<file path="src/rtl/core/nmea_rmc_field_extractor_unit_defines.svh">
// Assertion macros shared by the RMC field extractor RTL.
// Each macro expects a clock named clk and a reset named rst in scope.
`ifndef NMEA_RMC_FIELD_EXTRACTOR_UNIT_DEFINES_SVH
`define NMEA_RMC_FIELD_EXTRACTOR_UNIT_DEFINES_SVH

// Same-cycle implication, checked outside reset.
`define RMCFX_ASSERT_NOW(label, ante, cons) \
  label: assert property (@(posedge clk) disable iff (rst) (ante) |-> (cons)) \
    else $error("rmcfx same-cycle check failed");

// Next-cycle implication, checked outside reset.
`define RMCFX_ASSERT_NEXT(label, ante, cons) \
  label: assert property (@(posedge clk) disable iff (rst) (ante) |=> (cons)) \
    else $error("rmcfx next-cycle check failed");

`endif

</file>
<file path="src/rtl/core/rmcfx_pkg.sv">
// Shared types and constants of the RMC field extractor.
// No dependencies; the register, tracker and top-level RTL files import this package.
`default_nettype none

package rmcfx_pkg;

  // ASCII characters that steer the parse
  localparam logic [7:0] CH_COMMA = 8'h2C;
  localparam logic [7:0] CH_DOT   = 8'h2E;

  // Field numbers inside the sentence (counted from 0 at the talker id)
  localparam logic [3:0] FIELD_TIME       = 4'd1;
  localparam logic [3:0] FIELD_LAT        = 4'd3;
  localparam logic [3:0] FIELD_LON        = 4'd5;
  localparam logic [3:0] FIELD_SPEED      = 4'd7;
  localparam logic [3:0] FIELD_DATE       = 4'd9;
  localparam logic [3:0] FIELD_AFTER_DATE = 4'd10;

  // Field tags on the result
  localparam logic [2:0] TAG_TIME  = 3'd0;
  localparam logic [2:0] TAG_LAT   = 3'd1;
  localparam logic [2:0] TAG_LON   = 3'd2;
  localparam logic [2:0] TAG_SPEED = 3'd3;
  localparam logic [2:0] TAG_DATE  = 3'd4;

  localparam logic [4:0] MIN_COORD_RESET = 5'd5;

  typedef struct packed {
    logic [7:0] byte_value;
    logic       last_byte;
  } item_t;

  typedef struct packed {
    logic       char_valid;
    logic [2:0] field_tag;
    logic [3:0] char_index;
    logic [7:0] char_value;
    logic       field_closed;
    logic [4:0] closed_length;
    logic       sentence_done;
    logic       position_valid;
  } result_t;

endpackage

`default_nettype wire

</file>
<file path="src/rtl/core/rmcfx_ifs.sv">
// Valid/ready channel interfaces of the RMC field extractor.
// Sentence bytes in, extracted characters out, and the threshold write port.
`default_nettype none

interface rmcfx_in_if;
  logic       valid;
  logic       ready;
  logic [7:0] byte_value;
  logic       last_byte;

  modport source (output valid, output byte_value, output last_byte, input ready);
  modport sink   (input valid, input byte_value, input last_byte, output ready);
endinterface

interface rmcfx_out_if;
  logic       valid;
  logic       ready;
  logic       char_valid;
  logic [2:0] field_tag;
  logic [3:0] char_index;
  logic [7:0] char_value;
  logic       field_closed;
  logic [4:0] closed_length;
  logic       sentence_done;
  logic       position_valid;

  modport source (
    output valid, output char_valid, output field_tag, output char_index,
    output char_value, output field_closed, output closed_length,
    output sentence_done, output position_valid, input ready
  );
  modport sink (
    input valid, input char_valid, input field_tag, input char_index,
    input char_value, input field_closed, input closed_length,
    input sentence_done, input position_valid, output ready
  );
endinterface

interface rmcfx_cfg_if;
  logic       valid;
  logic       ready;
  logic [4:0] min_coord_chars;

  modport source (output valid, output min_coord_chars, input ready);
  modport sink   (input valid, input min_coord_chars, output ready);
endinterface

`default_nettype wire

</file>
<file path="src/rtl/core/rmcfx_in_reg.sv">
// Input register of the RMC field extractor: captures one sentence byte.
// Depends on rmcfx_pkg and rmcfx_in_if.
`default_nettype none

module rmcfx_in_reg (
  input  wire logic           clk,
  input  wire logic           rst,
  rmcfx_in_if.sink            sentence,
  input  wire logic           advance,
  output logic                item_valid,
  output rmcfx_pkg::item_t    item
);
  import rmcfx_pkg::*;

  logic load;

  // free when empty or when the held item moves on this cycle
  assign sentence.ready = !item_valid || advance;
  assign load           = sentence.valid && sentence.ready;

  always_ff @(posedge clk) begin
    if (rst) begin
      item_valid <= 1'b0;
    end else if (load) begin
      item_valid <= 1'b1;
    end else if (advance) begin
      item_valid <= 1'b0;
    end
  end

  always_ff @(posedge clk) begin
    if (load) begin
      item.byte_value <= sentence.byte_value;
      item.last_byte  <= sentence.last_byte;
    end
  end

endmodule

`default_nettype wire

</file>
<file path="src/rtl/core/rmcfx_parse.sv">
// Field tracker of the RMC field extractor: running counters and result logic.
// Depends on rmcfx_pkg, rmcfx_cfg_if and the assertion macro header.
`default_nettype none
`include "nmea_rmc_field_extractor_unit_defines.svh"

module rmcfx_parse #(
  parameter int BUFFER_BYTES = 128,
  parameter int FIELD_CHARS  = 16
) (
  input  wire logic              clk,
  input  wire logic              rst,
  rmcfx_cfg_if.sink              cfg,
  input  wire logic              step,
  input  rmcfx_pkg::item_t       item,
  output rmcfx_pkg::result_t     result
);
  import rmcfx_pkg::*;

  localparam logic [7:0] BUF_LIMIT   = 8'(BUFFER_BYTES);
  localparam logic [4:0] COUNT_LIMIT = 5'(FIELD_CHARS);

  logic [4:0] min_coord_chars;
  logic [3:0] field_number,    field_number_next;
  logic [4:0] char_count,      char_count_next;
  logic       seen_dot,        seen_dot_next;
  logic       lat_long_enough, lat_long_enough_next;
  logic       lon_long_enough, lon_long_enough_next;
  logic [7:0] byte_position,   byte_position_next;

  assign cfg.ready = 1'b1;

  always_ff @(posedge clk) begin
    if (rst) begin
      min_coord_chars <= MIN_COORD_RESET;
    end else if (cfg.valid) begin
      min_coord_chars <= cfg.min_coord_chars;
    end
  end

  always_comb begin
    logic       in_bound;
    logic       is_comma;
    logic       kept;
    logic [2:0] tag;
    logic       lat_final;
    logic       lon_final;

    in_bound = byte_position < BUF_LIMIT;
    is_comma = in_bound && (item.byte_value == CH_COMMA);

    kept = 1'b1;
    unique case (field_number)
      FIELD_TIME:  tag = TAG_TIME;
      FIELD_LAT:   tag = TAG_LAT;
      FIELD_LON:   tag = TAG_LON;
      FIELD_SPEED: tag = TAG_SPEED;
      FIELD_DATE:  tag = TAG_DATE;
      default: begin
        tag  = TAG_TIME;
        kept = 1'b0;
      end
    endcase

    lat_final            = 1'b0;
    lon_final            = 1'b0;
    result               = '0;
    field_number_next    = field_number;
    char_count_next      = char_count;
    seen_dot_next        = seen_dot;
    lat_long_enough_next = lat_long_enough;
    lon_long_enough_next = lon_long_enough;
    byte_position_next   = byte_position;

    if (in_bound) begin
      byte_position_next = byte_position + 8'd1;
      if (is_comma) begin
        if (field_number < FIELD_AFTER_DATE) begin
          if (kept) begin
            result.field_closed  = 1'b1;
            result.closed_length = char_count;
            result.field_tag     = tag;
            if (field_number == FIELD_LAT) begin
              lat_long_enough_next = char_count >= min_coord_chars;
            end
            if (field_number == FIELD_LON) begin
              lon_long_enough_next = char_count >= min_coord_chars;
            end
          end
          field_number_next = field_number + 4'd1;
          char_count_next   = '0;
          seen_dot_next     = 1'b0;
        end
      end else if (kept) begin
        if (tag == TAG_TIME && item.byte_value == CH_DOT) begin
          seen_dot_next = 1'b1;
        end else if (!(tag == TAG_TIME && seen_dot) && char_count < COUNT_LIMIT) begin
          result.char_valid = 1'b1;
          result.field_tag  = tag;
          result.char_index = char_count[3:0];
          result.char_value = item.byte_value;
          char_count_next   = char_count + 5'd1;
        end
      end
    end

    if (item.last_byte) begin
      // close an open kept field at the end of the sentence
      if (!is_comma && kept) begin
        result.field_closed  = 1'b1;
        result.closed_length = char_count_next;
        result.field_tag     = tag;
      end
      lat_final = lat_long_enough_next;
      if (field_number_next < FIELD_LAT) begin
        lat_final = min_coord_chars == 5'd0;
      end else if (field_number_next == FIELD_LAT) begin
        lat_final = char_count_next >= min_coord_chars;
      end
      lon_final = lon_long_enough_next;
      if (field_number_next < FIELD_LON) begin
        lon_final = min_coord_chars == 5'd0;
      end else if (field_number_next == FIELD_LON) begin
        lon_final = char_count_next >= min_coord_chars;
      end
      result.sentence_done  = 1'b1;
      result.position_valid = lat_final && lon_final;
      field_number_next    = '0;
      char_count_next      = '0;
      seen_dot_next        = 1'b0;
      lat_long_enough_next = 1'b0;
      lon_long_enough_next = 1'b0;
      byte_position_next   = '0;
    end
  end

  always_ff @(posedge clk) begin
    if (rst) begin
      field_number    <= '0;
      char_count      <= '0;
      seen_dot        <= 1'b0;
      lat_long_enough <= 1'b0;
      lon_long_enough <= 1'b0;
      byte_position   <= '0;
    end else if (step) begin
      field_number    <= field_number_next;
      char_count      <= char_count_next;
      seen_dot        <= seen_dot_next;
      lat_long_enough <= lat_long_enough_next;
      lon_long_enough <= lon_long_enough_next;
      byte_position   <= byte_position_next;
    end
  end

  `RMCFX_ASSERT_NOW(a_count_bound, 1'b1, char_count <= COUNT_LIMIT)
  `RMCFX_ASSERT_NOW(a_emit_below_limit, step && result.char_valid, char_count < COUNT_LIMIT)
  `RMCFX_ASSERT_NEXT(a_clear_after_last, step && item.last_byte,
                     field_number == 4'd0 && char_count == 5'd0 && byte_position == 8'd0)
  `RMCFX_ASSERT_NEXT(a_hold_past_bound,
                     step && !item.last_byte && byte_position >= BUF_LIMIT,
                     $stable(field_number) && $stable(char_count))

endmodule

`default_nettype wire

</file>
<file path="src/rtl/core/rmcfx_out_reg.sv">
// Result register of the RMC field extractor: holds one result item.
// Depends on rmcfx_pkg and rmcfx_out_if.
`default_nettype none

module rmcfx_out_reg (
  input  wire logic            clk,
  input  wire logic            rst,
  input  wire logic            load,
  input  rmcfx_pkg::result_t   result,
  output logic                 free,
  rmcfx_out_if.source          extract
);
  import rmcfx_pkg::*;

  logic    held_valid;
  result_t held;

  // room when empty or when the held item leaves this cycle
  assign free = !held_valid || extract.ready;

  always_ff @(posedge clk) begin
    if (rst) begin
      held_valid <= 1'b0;
    end else if (load) begin
      held_valid <= 1'b1;
    end else if (extract.ready) begin
      held_valid <= 1'b0;
    end
  end

  always_ff @(posedge clk) begin
    if (load) begin
      held <= result;
    end
  end

  assign extract.valid          = held_valid;
  assign extract.char_valid     = held.char_valid;
  assign extract.field_tag      = held.field_tag;
  assign extract.char_index     = held.char_index;
  assign extract.char_value     = held.char_value;
  assign extract.field_closed   = held.field_closed;
  assign extract.closed_length  = held.closed_length;
  assign extract.sentence_done  = held.sentence_done;
  assign extract.position_valid = held.position_valid;

endmodule

`default_nettype wire

</file>
<file path="src/rtl/core/nmea_rmc_field_extractor_unit.sv">
// Top level of the RMC field extractor: input register, field tracker, result register.
// Depends on rmcfx_pkg, rmcfx_ifs, rmcfx_in_reg, rmcfx_parse and rmcfx_out_reg.
`default_nettype none

//  channel    direction  handshake     payload
//  sentence   sink       valid/ready   byte_value[7:0], last_byte
//  extract    source     valid/ready   char/field/sentence result fields
//  cfg        sink       valid/ready   min_coord_chars[4:0] (ready always high)
//
//  An accepted byte passes the input register and the field tracker into the result register.
//  One byte per cycle is sustained while extract is ready; the combinational field tracker sets this.
//  Synchronous reset clears the counters, the valid flags and sets the
//  threshold to 5; no clearing pass is needed.
//  A stall on extract holds the result register and then the input register;
//  sentence.ready drops only when both are full.

module nmea_rmc_field_extractor_unit #(
  parameter int BUFFER_BYTES = 128,
  parameter int FIELD_CHARS  = 16
) (
  input  wire logic   clk,
  input  wire logic   rst,
  rmcfx_in_if.sink    sentence,
  rmcfx_out_if.source extract,
  rmcfx_cfg_if.sink   cfg
);
  import rmcfx_pkg::*;

  logic    item_valid;
  item_t   item;
  result_t result;
  logic    out_free;
  logic    advance;

  // Move the held byte through the tracker when the result register has room.
  assign advance = item_valid && out_free;

  rmcfx_in_reg u_in_reg (
    .clk        (clk),
    .rst        (rst),
    .sentence   (sentence),
    .advance    (advance),
    .item_valid (item_valid),
    .item       (item)
  );

  // Counters advance exactly once per item, in the same cycle the result loads.
  rmcfx_parse #(
    .BUFFER_BYTES (BUFFER_BYTES),
    .FIELD_CHARS  (FIELD_CHARS)
  ) u_parse (
    .clk    (clk),
    .rst    (rst),
    .cfg    (cfg),
    .step   (advance),
    .item   (item),
    .result (result)
  );

  rmcfx_out_reg u_out_reg (
    .clk     (clk),
    .rst     (rst),
    .load    (advance),
    .result  (result),
    .free    (out_free),
    .extract (extract)
  );

endmodule

`default_nettype wire
</file>
<file path="src/flat_wrapper.sv">
// flat-port wrapper written by rule: the top's interface ports become plain ports
module nmea_rmc_field_extractor_unit_flat import rmcfx_pkg::*;
#(
  parameter int BUFFER_BYTES = 128,
  parameter int FIELD_CHARS  = 16
)
  (clk, rst, sentence_valid, sentence_byte_value, sentence_last_byte, sentence_ready, extract_valid, extract_char_valid, extract_field_tag, extract_char_index, extract_char_value, extract_field_closed, extract_closed_length, extract_sentence_done, extract_position_valid, extract_ready, cfg_valid, cfg_min_coord_chars, cfg_ready);
  rmcfx_in_if sentence_i ();
  rmcfx_out_if extract_i ();
  rmcfx_cfg_if cfg_i ();
  input  wire logic clk;
  input  wire logic rst;
  input wire logic [$bits(sentence_i.valid)-1:0] sentence_valid;
  input wire logic [$bits(sentence_i.byte_value)-1:0] sentence_byte_value;
  input wire logic [$bits(sentence_i.last_byte)-1:0] sentence_last_byte;
  output wire logic [$bits(sentence_i.ready)-1:0] sentence_ready;
  output wire logic [$bits(extract_i.valid)-1:0] extract_valid;
  output wire logic [$bits(extract_i.char_valid)-1:0] extract_char_valid;
  output wire logic [$bits(extract_i.field_tag)-1:0] extract_field_tag;
  output wire logic [$bits(extract_i.char_index)-1:0] extract_char_index;
  output wire logic [$bits(extract_i.char_value)-1:0] extract_char_value;
  output wire logic [$bits(extract_i.field_closed)-1:0] extract_field_closed;
  output wire logic [$bits(extract_i.closed_length)-1:0] extract_closed_length;
  output wire logic [$bits(extract_i.sentence_done)-1:0] extract_sentence_done;
  output wire logic [$bits(extract_i.position_valid)-1:0] extract_position_valid;
  input wire logic [$bits(extract_i.ready)-1:0] extract_ready;
  input wire logic [$bits(cfg_i.valid)-1:0] cfg_valid;
  input wire logic [$bits(cfg_i.min_coord_chars)-1:0] cfg_min_coord_chars;
  output wire logic [$bits(cfg_i.ready)-1:0] cfg_ready;
  assign sentence_i.valid = sentence_valid;
  assign sentence_i.byte_value = sentence_byte_value;
  assign sentence_i.last_byte = sentence_last_byte;
  assign sentence_ready = sentence_i.ready;
  assign extract_valid = extract_i.valid;
  assign extract_char_valid = extract_i.char_valid;
  assign extract_field_tag = extract_i.field_tag;
  assign extract_char_index = extract_i.char_index;
  assign extract_char_value = extract_i.char_value;
  assign extract_field_closed = extract_i.field_closed;
  assign extract_closed_length = extract_i.closed_length;
  assign extract_sentence_done = extract_i.sentence_done;
  assign extract_position_valid = extract_i.position_valid;
  assign extract_i.ready = extract_ready;
  assign cfg_i.valid = cfg_valid;
  assign cfg_i.min_coord_chars = cfg_min_coord_chars;
  assign cfg_ready = cfg_i.ready;
  nmea_rmc_field_extractor_unit #(.BUFFER_BYTES(BUFFER_BYTES), .FIELD_CHARS(FIELD_CHARS)) u_core (.clk(clk), .rst(rst), .sentence(sentence_i), .extract(extract_i), .cfg(cfg_i));
endmodule
</file>
<file path="config.mk">
export PLATFORM = sky130hd
export DESIGN_NAME = nmea_rmc_field_extractor_unit_flat
export DESIGN_NICKNAME = d
export VERILOG_FILES = /design/src/rtl/core/rmcfx_pkg.sv /design/src/rtl/core/rmcfx_ifs.sv /design/src/rtl/core/rmcfx_in_reg.sv /design/src/rtl/core/rmcfx_parse.sv /design/src/rtl/core/rmcfx_out_reg.sv /design/src/rtl/core/nmea_rmc_field_extractor_unit.sv /design/src/flat_wrapper.sv
export VERILOG_INCLUDE_DIRS = /design/src /design/src/rtl/core
export SDC_FILE = /design/constraint.sdc
export NUM_CORES = 1
export LEC_CHECK = 0
export BUFFER_PORTS_ARGS = -buffer_cell sky130_fd_sc_hd__buf_4
export CORE_MARGIN = 4
export CORE_UTILIZATION = 30
export CTS_BUF_LIST = sky130_fd_sc_hd__clkbuf_8
export CTS_CLUSTER_SIZE = 30
export DETAILED_ROUTE_END_ITERATION = 12
export GPL_TIMING_DRIVEN = 0
export HOLD_SLACK_MARGIN = 0.1
export PLACE_DENSITY_LB_ADDON = 0.2
export SYNTH_ARGS = -nofsm -noshare
export SYNTH_HDL_FRONTEND = slang
export SYNTH_SLANG_ARGS = --single-unit
</file>
<file path="constraint.sdc">
create_clock -name clk -period 5.85 [get_ports clk]
set_clock_uncertainty 0.15 [all_clocks]
set_input_delay 1.17 -clock clk [delete_from_list [all_inputs] [get_ports clk]]
set_output_delay 1.17 -clock clk [all_outputs]
set_load 0.03 [all_outputs]
</file>
==> flow_metrics.env, run 1 <==
export IMPL_layout_nets=418
export IMPL_vias=2650
export IMPL_startpoint_type="flip-flop"
export IMPL_numCtsBuffers=9
export IMPL_synth_cell_types=60
export IMPL_cts_max_level=3
export IMPL_layout_commonest_cell="buf_4"
export IMPL_crit_arrival_ps=3760
export IMPL_coreArea_um2=10400
export IMPL_mostFrequentLayoutCells="buf_4 (44), nor2_1 (33), edfxtp_1 (33), dfxtp_1 (27)"
export IMPL_wl_per_cell_um=15.4
export IMPL_synthFlopType="edfxtp_1"
export IMPL_cts_clk_slew_worst_paths_ps=70
export IMPL_antenna_found_initial=0
export IMPL_dpl_cell_count=510
export IMPL_post_cts_buffers=0
export IMPL_hold_viol=0
export IMPL_rows=37
export IMPL_synth_avg_cell_area_um2=9.70
export IMPL_path_common_cell="buf_6"
export IMPL_synthCells=331
export IMPL_use_met1_pct=18.3
export IMPL_fmax_ghz=0.262
export IMPL_drc=0
export IMPL_end_kind="flip-flop"
export IMPL_io_buffer_count=43
export IMPL_slowest_stage="nor4b_4"
export IMPL_overflow=0
export IMPL_postSynthNetCount=364
export IMPL_drt_pass1_iterations=4
export IMPL_die_height_um=111
export IMPL_layout_min_cycle_time_ps=3810
export IMPL_synth_edf_count=33
export IMPL_syn_area_um2=3210
export IMPL_grtUsageMet2_pct=19.9
export IMPL_clock_sinks=60
export IMPL_fin_ws_ps=2040
export IMPL_tns_ps=0
export IMPL_drive_gt1_share_pct=19.5
export IMPL_die_area_um2=12400
export IMPL_rrSetupSlack_ps=2040
export IMPL_r2r_cells=14
export IMPL_cts_tree="built"
export IMPL_place_gp_congestion=0.861
export IMPL_antenna_left=0
export IMPL_cts_hold_buffers_added=0
export IMPL_dr_first_iter_drc_count=167
export IMPL_worstSetupPathType="reg2reg"
export IMPL_hp_class="reg2reg"
export IMPL_grtUsageTotal_pct=13.3
export IMPL_whs_path_depth=2
export IMPL_fin_cells=526
export IMPL_grt_use_met3_pct=4.24
export IMPL_diodes=0
export IMPL_dpl_hpwl_um=6060
export IMPL_fillCellCount=1108
export IMPL_maxCapViolations=0
export IMPL_die_x_um=111
export IMPL_drv_slew=0
export IMPL_start_util_pct=31.0
export IMPL_cp_max_fo=10
export IMPL_clk_latency_ps=350
export IMPL_busiest_layer="met2"
export IMPL_leakagePower_nw=1.48
export IMPL_place_ws_ps=2000
export IMPL_routed_via_density=5.04
export IMPL_ir_drop_v=0.000104
export IMPL_ys_seq_elements=60
export IMPL_setup_violations=0
export IMPL_ys_warn_count=0
export IMPL_slew_headroom_pct=25.0
export IMPL_cp_slowest_stage_delay_ps=580
export IMPL_pin_count=46
export IMPL_rsz0062_at_grt="false"
export IMPL_yosysSeqAreaShare_pct=47.7
export IMPL_grt_pass1_wl_um=13100
export IMPL_period_share_pct=65.1
export IMPL_worst_pin_slew_ps=1120
export IMPL_cts_resized_gates=0
export IMPL_areaGrowthSynthToFinish_pct=21.6
export IMPL_power_density_nw_per_um2=236
export IMPL_first_global_vias=2492
export IMPL_path_cells="nor4b_4 > nand3_2 > a221o_1 > and3_1 > buf_6 > buf_6 > a21oi_1 > ha_1 > nand2b_1 > a21o_1 > a211oi_1 > o21ai_0 > nor4_1 > nor3_1"
export IMPL_grt_max_degree=32
export IMPL_cts_max_path_buffers=2
export IMPL_async_reset_ff_share_pct=0
export IMPL_routed_wl_um=8120
export IMPL_cts_root_buf="clkbuf_8"
export IMPL_status="finished clean"
export IMPL_worstPathRequired_ps=5800
export IMPL_power_mw=0.922
state kept, by name, summed over array words and instances (netlist names):
signal                                   flops
u_core.u_in_reg.item                         9
u_core.u_in_reg.item_valid                   1
u_core.u_out_reg.extract.char_index          4
u_core.u_out_reg.extract.char_valid          1
u_core.u_out_reg.extract.char_value          8
u_core.u_out_reg.extract.closed_length       5
u_core.u_out_reg.extract.field_closed        1
u_core.u_out_reg.extract.field_tag           3
u_core.u_out_reg.extract.position_valid      1
u_core.u_out_reg.extract.sentence_done       1
u_core.u_out_reg.extract.valid               1
u_core.u_parse.byte_position                 8
u_core.u_parse.char_count                    5
u_core.u_parse.field_number                  4
u_core.u_parse.lat_long_enough               1
u_core.u_parse.lon_long_enough               1
u_core.u_parse.min_coord_chars               5
u_core.u_parse.seen_dot                      1
routing by layer:
layer  part of all wire, %  routed length [um]  vias to the layer above
met5                     0                   0                        -
met4                   1.4                 110                        0
met3                   6.1                 492                       10
met2                    45                3690                       68
met1                    47                3830                     1233
li1                      -                   -                     1339
per-stage QoR:
step	utilization, %	hold slack (ps)	cell area, um2
4_1_cts	37.7	333	3910
3_3_place_gp	35.7	315	3700
5_1_grt	37.7	353	3910
6_report	37.7	326	3910
2_1_floorplan	-	300	3210
3_5_place_dp	35.7	323	3700
power breakdown:
group / total (mW) / switching [mW] / internal [mW]
Sequential: 0.467 / 0.00865 / 0.458
Combinational: 0.0759 / 0.0482 / 0.0278
Clock: 0.380 / 0.172 / 0.207
synth_stat cells, types with 2 or more instances:
library cell,number,share of area (%)
clkbuf_1,11,1.3
and3b_1,2,0.55
mux2i_1,5,1.6
a41oi_1,2,0.55
a31oi_1,5,0.97
a22oi_1,5,1.2
edfxtp_1,33,31
nor2_1,33,3.9
dfxtp_1,27,17
a22o_1,3,0.82
buf_6,3,1.1
nand2b_1,4,0.78
nor3_1,13,2.0
ha_1,14,5.5
or3_1,2,0.39
o211ai_1,5,1.2
and2_1,12,2.3
nand4_1,3,0.58
xnor2_1,2,0.55
nand2_1,25,2.9
nand3b_1,3,0.70
inv_1,14,1.6
xor2_1,2,0.55
o21ai_0,18,2.8
nand3_1,5,0.78
a21oi_1,25,3.9
nor2b_1,4,0.78
nor4_1,7,1.4
o31ai_1,2,0.47
buf_2,2,0.31
a21o_1,3,0.70
and3_1,7,1.4
a211oi_1,3,0.70
kinds of logic (layout without fill, tap and decap cells):
kind of cell	after synthesis	in the layout	synth area share, %
and+or+nand+nor	130	130	22.0
AOI/OAI and AO/OA	83	83	17.0
DFF	60	60	47.7
buffers and inverters	33	92	4.75
adders and majority gates	14	14	5.45
muxes	6	6	1.91
xor gates and xnor gates	4	4	1.09
other	1	1	0.117
area by class of cell:
type                            count  area (um2)  area share (%)
Buffer                             18        96.3            2.47
Clock buffer                       10         138            3.52
Clock inverter                      6        63.8            1.63
Inverter                           15        56.3            1.44
Multi-Input combinational cell    238        1530            39.1
Sequential cell                    60        1530            39.2
Tap cell                          136         170            4.36
Timing Repair Buffer               43         323            8.26
critical path, delay by kind of cell, from the launching register on:
family                     cells  cell delay (ps)
adders and majority gates      1              270
buffers and inverters          2              280
AOI/OAI and AO/OA              5             1110
DFF                            1              430
and+or+nand+nor                6             1320
path summary, 6_finish.rpt:
check	start	endpoint
worst max-delay path	u_core.u_in_reg.item[5]	u_core.u_out_reg.extract.position_valid
worst min-delay path	u_core.u_parse.lat_long_enough	u_core.u_parse.lat_long_enough
worst max register to register	u_core.u_in_reg.item[5]	u_core.u_out_reg.extract.position_valid
worst min register to register	u_core.u_parse.lat_long_enough	u_core.u_parse.lat_long_enough
(Power assumes the default switching activity.)
==> run 2: changes to the inputs <==
Settings changed: ABC_AREA set to 1.
Clock period 5.85 ns to 3.3 ns, I/O delays scaled along.
==> run 2 against run 1 <==
Cell count is 9.3% higher. Sequential share of layout area is 0.29 points higher. First-iteration DRC count is 34% lower. Critical path type unchanged. Largest cell class unchanged.
==> flow_metrics.env, run 2 <==
export IMPL_layout_commonest_cell="nand2_1"
export IMPL_die_height_um=110
export IMPL_dr_first_iter_drc_count=111
export IMPL_grt_pass1_wl_um=11800
export IMPL_postSynthNetCount=412
export IMPL_cts_max_path_buffers=2
export IMPL_regMostFlops="u_core.u_in_reg.item"
export IMPL_diodes=0
export IMPL_hp_class="reg2reg"
export IMPL_synth_top_area_share_pct=31.7
export IMPL_rr_endpoint="u_core.u_out_reg.extract.position_valid"
export IMPL_cts_clk_slew_worst_paths_ps=70
export IMPL_routed_via_density=4.49
export IMPL_tns_ps=0
export IMPL_die_area_um2=12100
export IMPL_pin_count=46
export IMPL_largest_reg_flops=9
export IMPL_fillCellCount=1070
export IMPL_end_kind="flip-flop"
export IMPL_cts_hold_buffers_added=0
export IMPL_ys_warn_count=0
export IMPL_antenna_found_initial=0
export IMPL_whs_path_depth=2
export IMPL_cts_tree="built"
export IMPL_r2r_cells=21
export IMPL_power_density_nw_per_um2=457
export IMPL_ys_top_cells_by_area="edfxtp_1 (32%), dfxtp_1 (17%), nand2_1 (11%), inv_1 (6.6%), ha_1 (5.6%)"
export IMPL_grt_max_degree=27
export IMPL_worstSetupPathType="reg2reg"
export IMPL_yosysTopAreaCell="edfxtp_1"
export IMPL_final_util_pct=37.9
export IMPL_drc=0
export IMPL_setup_violations=0
export IMPL_status="finished clean"
export IMPL_coreArea_um2=10200
export IMPL_hold_viol=0
export IMPL_drv_slew=0
export IMPL_ys_seq_elements=60
export IMPL_synth_edf_count=33
export IMPL_drive_gt1_share_pct=21.4
export IMPL_yosysSeqAreaShare_pct=49.0
export IMPL_hold_path_end="u_core.u_parse.lon_long_enough"
export IMPL_holdWs_ps=318
export IMPL_cp_max_fo=5
export IMPL_worstPathRequired_ps=3250
export IMPL_place_gp_congestion=0.886
export IMPL_layout_nets=467
export IMPL_antenna_left=0
export IMPL_rsz0062_at_grt="false"
export IMPL_wl_per_cell_um=12.3
export IMPL_rrSetupSlack_ps=280
export IMPL_die_x_um=110
export IMPL_rows=37
export IMPL_min_from="u_core.u_parse.lon_long_enough"
export IMPL_start_util_pct=30.6
export IMPL_async_reset_ff_share_pct=0
export IMPL_worst_pin_slew_ps=968
export IMPL_multi_input_area_um2=1350
export IMPL_synth_avg_cell_area_um2=8.25
export IMPL_dpl_hpwl_um=5390
export IMPL_ir_drop_v=0.000224
export IMPL_io_buffer_count=44
export IMPL_areaGrowthSynthToFinish_pct=24.0
export IMPL_synth_cell_types=34
export IMPL_leakagePower_nw=1.73
export IMPL_crit_arrival_ps=2960
export IMPL_synthCells=379
export IMPL_cts_max_level=3
export IMPL_maxCapViolations=0
export IMPL_overflow=0
export IMPL_first_global_vias=2445
export IMPL_synthTopCellsByCount="nand2_1 (91), inv_1 (55), nor2_1 (37)"
export IMPL_vias=2581
export IMPL_drt_pass1_iterations=4
export IMPL_startpoint_type="flip-flop"
export IMPL_routed_wl_um=7100
export IMPL_grtUsageTotal_pct=12.8
export IMPL_clk_latency_ps=350
export IMPL_timing_rr_start="u_core.u_parse.field_number[1]"
export IMPL_clock_sinks=60
export IMPL_slew_headroom_pct=35.4
export IMPL_mostFrequentLayoutCells="nand2_1 (91), inv_1 (55), buf_4 (45), nor2_1 (37), edfxtp_1 (33)"
export IMPL_critPathLaunch="u_core.u_parse.field_number[1]"
export IMPL_period_share_pct=91.4
export IMPL_fmax_ghz=0.332
export IMPL_layout_min_cycle_time_ps=3020
export IMPL_syn_area_um2=3130
export IMPL_synth_most_common_cell="nand2_1"
export IMPL_cts_root_buf="clkbuf_8"
export IMPL_synthFlopType="edfxtp_1"
export IMPL_regArea_um2=1530
export IMPL_numCtsBuffers=9
## run 2: changes by cell type after synthesis, moves of 8 or more
cell / change
nand2_1: +66
inv_1: +41
and2_1: -12
nor3_1: -8
clkbuf_1: -9
nand3_1: +16
## run 2: area by class of cell
class,count,share of cell area (%)
clock buffer,9,3.19
timing repair buffer,44,8.52
buffer,4,0.516
tap,136,4.39
sequential,60,39.5
clock inverter,7,3.16
multi-input combinational,253,34.7
inverter,62,6.00
## run 2: power breakdown
group          switching [mW]  total (mW)  internal (mW)
combinational          0.0803       0.123         0.0429
clock                   0.321       0.827          0.506
sequential             0.0114       0.823          0.811
## run 2: worst max-delay path by stage
stage / slack, ps / to / cells past startpoint
after floorplan: 670 / u_core.u_out_reg.extract.position_valid / 21
after global placement: 70 / u_core.u_parse.byte_position[6] / 9
after detailed placement: 20 / u_core.u_parse.byte_position[6] / 9
after CTS: 240 / u_core.u_out_reg.extract.position_valid / 21
after global routing: 10 / u_core.u_out_reg.extract.position_valid / 22
final: 280 / u_core.u_out_reg.extract.position_valid / 21
## run 2: worst max-delay path: stages (launching register included)
cell,delay [ps]
dfxtp_1,330
inv_1,130
ha_2,260
nand3_2,140
nand4_2,120
nand2_2,80
nor2_2,150
nand3_2,150
nand3_2,100
nand2_2,90
inv_1,90
ha_1,220
o21ai_0,160
nand2_1,70
nand2_1,70
nand2_1,50
nand2_1,50
nand2_1,60
nand2_1,70
nand4_1,70
nand2_1,80
a21oi_1,80
## run 2: per-stage QoR
step                setup slack (ps)  area, um2  cells  total power [mW]
finish                           285       3880    575              1.77
global placement                65.5       3630    559             0.963
floorplan                        671       3130    379             0.910
CTS                              245       3870    575              1.80
detailed placement              17.6       3630    559             0.965
global route                    10.1       3880    575              1.85
## run 2: repair_timing
action                                  CTS  global route
endpoints found under the setup margin    0             1
resized for setup                         0             1
hold endpoints to repair                  0             0
buffers inserted                          0             0
## run 2: logic make-up (layout without fill, tap and decap cells)
kind of cell,count (synthesis),in the layout,share of synthesized area (%)
flip-flops,60,60,49.0
adder cells (fa/ha/maj),14,14,5.60
AND/OR/NAND/NOR,187,187,28.2
AO/OA/AOI/OAI,51,51,9.04
other,1,1,0.120
buffers and inverters,66,126,8.08
## run 2: per-layer routing
metal	part of all wire, %	GRT usage [%]	vias up
met2	43	19.7	63
met4	2.1	6.07	0
met1	48	17.0	1142
li1	-	-	1364
met5	0	0	-
met3	6.7	2.97	12
==> run 3: changes to the inputs <==
Settings changed: MAX_ROUTING_LAYER set to met4.
==> run 3 against run 2 <==
Flip-flop and latch count unchanged. Cell count unchanged. Global-route usage increased by 0.35 points. Critical endpoint unchanged. Sequential share of layout area rose by 0.48 points. Clock power fell by 19%. Combinational power about the same. Hold slack better by 1.1 ps. Design area shrank 1.2%. Wire length grew 1.2%. Non-clock buffer count is the same. Critical path depth is the same. Register-to-register slack better by 40 ps.
==> flow_metrics.env, run 3 (same netlist as run 2, synthesis figures left out) <==
export IMPL_drv_slew=0
export IMPL_grt_max_degree=27
export IMPL_cts_root_buf="clkbuf_8"
export IMPL_largest_reg_flops=9
export IMPL_path_common_cell="nand2_1"
export IMPL_drt_pass1_iterations=4
export IMPL_drc=0
export IMPL_coreArea_um2=10200
export IMPL_pin_count=46
export IMPL_areaGrowthSynthToFinish_pct=22.5
export IMPL_worstSetupPathType="reg2reg"
export IMPL_status="finished clean"
export IMPL_start_util_pct=30.6
export IMPL_mostFrequentLayoutCells="nand2_1 (91), inv_1 (55), buf_4 (45), nor2_1 (37), edfxtp_1 (33)"
export IMPL_fin_area_um2=3830
export IMPL_worstPathRequired_ps=3250
export IMPL_layout_min_cycle_time_ps=2980
export IMPL_dr_first_iter_drc_count=132
export IMPL_hp_class="reg2reg"
export IMPL_wl_per_cell_um=12.5
export IMPL_path_cells="inv_1 > ha_2 > nand3_2 > nand4_2 > nand2_2 > nor2_2 > nand3_2 > nand3_2 > nand2_2 > inv_1 > ha_1 > o21ai_0 > nand2_1 > nand2_1 > nand2_1 > nand2_1 > nand2_1 > nand2_1 > nand4_1 > nand2_1 > a21oi_1"
export IMPL_dpl_cell_count=559
export IMPL_cp_max_fo=5
export IMPL_fin_ws_ps=325
export IMPL_routed_wl_um=7180
export IMPL_cp_slowest_stage_delay_ps=330
export IMPL_cts_tree="built"
export IMPL_clk_latency_ps=350
export IMPL_antenna_found_initial=0
export IMPL_die_area_um2=12100
export IMPL_tns_ps=0
export IMPL_overflow=0
export IMPL_post_cts_buffers=0
export IMPL_slew_headroom_pct=36.6
export IMPL_vias=2578
export IMPL_period_share_pct=90.2
export IMPL_startpoint_type="flip-flop"
export IMPL_rows=37
export IMPL_cts_clk_slew_worst_paths_ps=80
export IMPL_layout_nets=467
export IMPL_rsz0062_at_grt="false"
export IMPL_first_global_vias=2456
export IMPL_setup_violations=0
export IMPL_leakagePower_nw=1.71
export IMPL_layout_commonest_cell="nand2_1"
export IMPL_holdWs_ps=320
export IMPL_grtUsageTotal_pct=13.2
export IMPL_slowest_stage="dfxtp_1"
export IMPL_numCtsBuffers=9
export IMPL_place_ws_ps=-12.5
export IMPL_drive_gt1_share_pct=21.4
export IMPL_power_mw=1.62
export IMPL_grt_pass1_wl_um=11800
export IMPL_routed_via_density=4.48
export IMPL_final_util_pct=37.4
export IMPL_cts_max_path_buffers=2
export IMPL_antenna_left=0
export IMPL_dpl_hpwl_um=5510
export IMPL_cp_top_family="simple AND/OR/NAND/NOR gates"
export IMPL_io_buffer_count=44
export IMPL_fmax_ghz=0.336
export IMPL_dpl_cell_area_um2=3630
export IMPL_crit_arrival_ps=2930
export IMPL_power_density_nw_per_um2=422
export IMPL_fin_cells=575
export IMPL_critPathBufInv=2
export IMPL_ir_drop_v=0.000159
export IMPL_clock_sinks=60
export IMPL_die_height_um=110
export IMPL_diodes=0
export IMPL_place_gp_congestion=0.889
export IMPL_die_x_um=110
export IMPL_hold_viol=0
export IMPL_regMostFlops="u_core.u_in_reg.item"
export IMPL_end_kind="flip-flop"
export IMPL_worst_pin_slew_ps=950
export IMPL_cts_max_level=3
export IMPL_fillCellCount=1075
export IMPL_maxCapViolations=0
==> run 3: where the power goes <==
group / internal (mW) / switching (mW)
logic: 0.0431 / 0.0797
clock network: 0.352 / 0.320
registers: 0.811 / 0.0111
total: 1.21 / 0.411
==> run 3: worst register-to-register path: stages (launching register included) <==
cell and delay (ps):
dfxtp_1 330, inv_1 140, ha_2 260, nand3_2 140, nand4_2 120, nand2_2 80
nor2_2 160, nand3_2 160, nand3_2 100, nand2_2 90, inv_1 70, ha_1 210
o21ai_0 160, nand2_1 70, nand2_1 60, nand2_1 50, nand2_1 50, nand2_1 50
nand2_1 70, nand4_1 70, nand2_1 70, a21oi_1 70
==> run 3: what timing repair did <==
action | 4_1_cts | 5_1_grt
resized for setup | 0 | 1
setup endpoints to repair | 0 | 1
hold buffers | 0 | 0
==> run 3: routing by layer <==
metal / vias up / part of all wire [%] / global-route usage [%]
met1: 1166 / 49 / 17.0
met3: 11 / 5.2 / 3.26
li1: 1353 / - / -
met5: - / 0 / -
met4: 0 / 1.9 / 5.54
met2: 48 / 44 / 19.7
==> run 3: final timing paths <==
kind / startpoint / end / slack [ps] / cells past startpoint
worst max-delay path: u_core.u_parse.field_number[1] / u_core.u_out_reg.extract.position_valid / 320 / 21
worst min-delay path: u_core.u_parse.lat_long_enough / u_core.u_parse.lat_long_enough / 320 / 2
worst min register to register: u_core.u_parse.lat_long_enough / u_core.u_parse.lat_long_enough / 320 / 2
worst max register to register: u_core.u_parse.field_number[1] / u_core.u_out_reg.extract.position_valid / 320 / 21
==> run 3: final cells by class <==
type / count / area, um2 / area share, %
clock buffer: 9 / 124 / 3.23
buffer: 4 / 20.0 / 0.523
multi-input combinational: 253 / 1350 / 35.1
inverter: 62 / 233 / 6.07
timing repair buffer: 44 / 330 / 8.62
clock inverter: 7 / 76.3 / 1.99
sequential: 60 / 1530 / 40.0
tap: 136 / 170 / 4.44
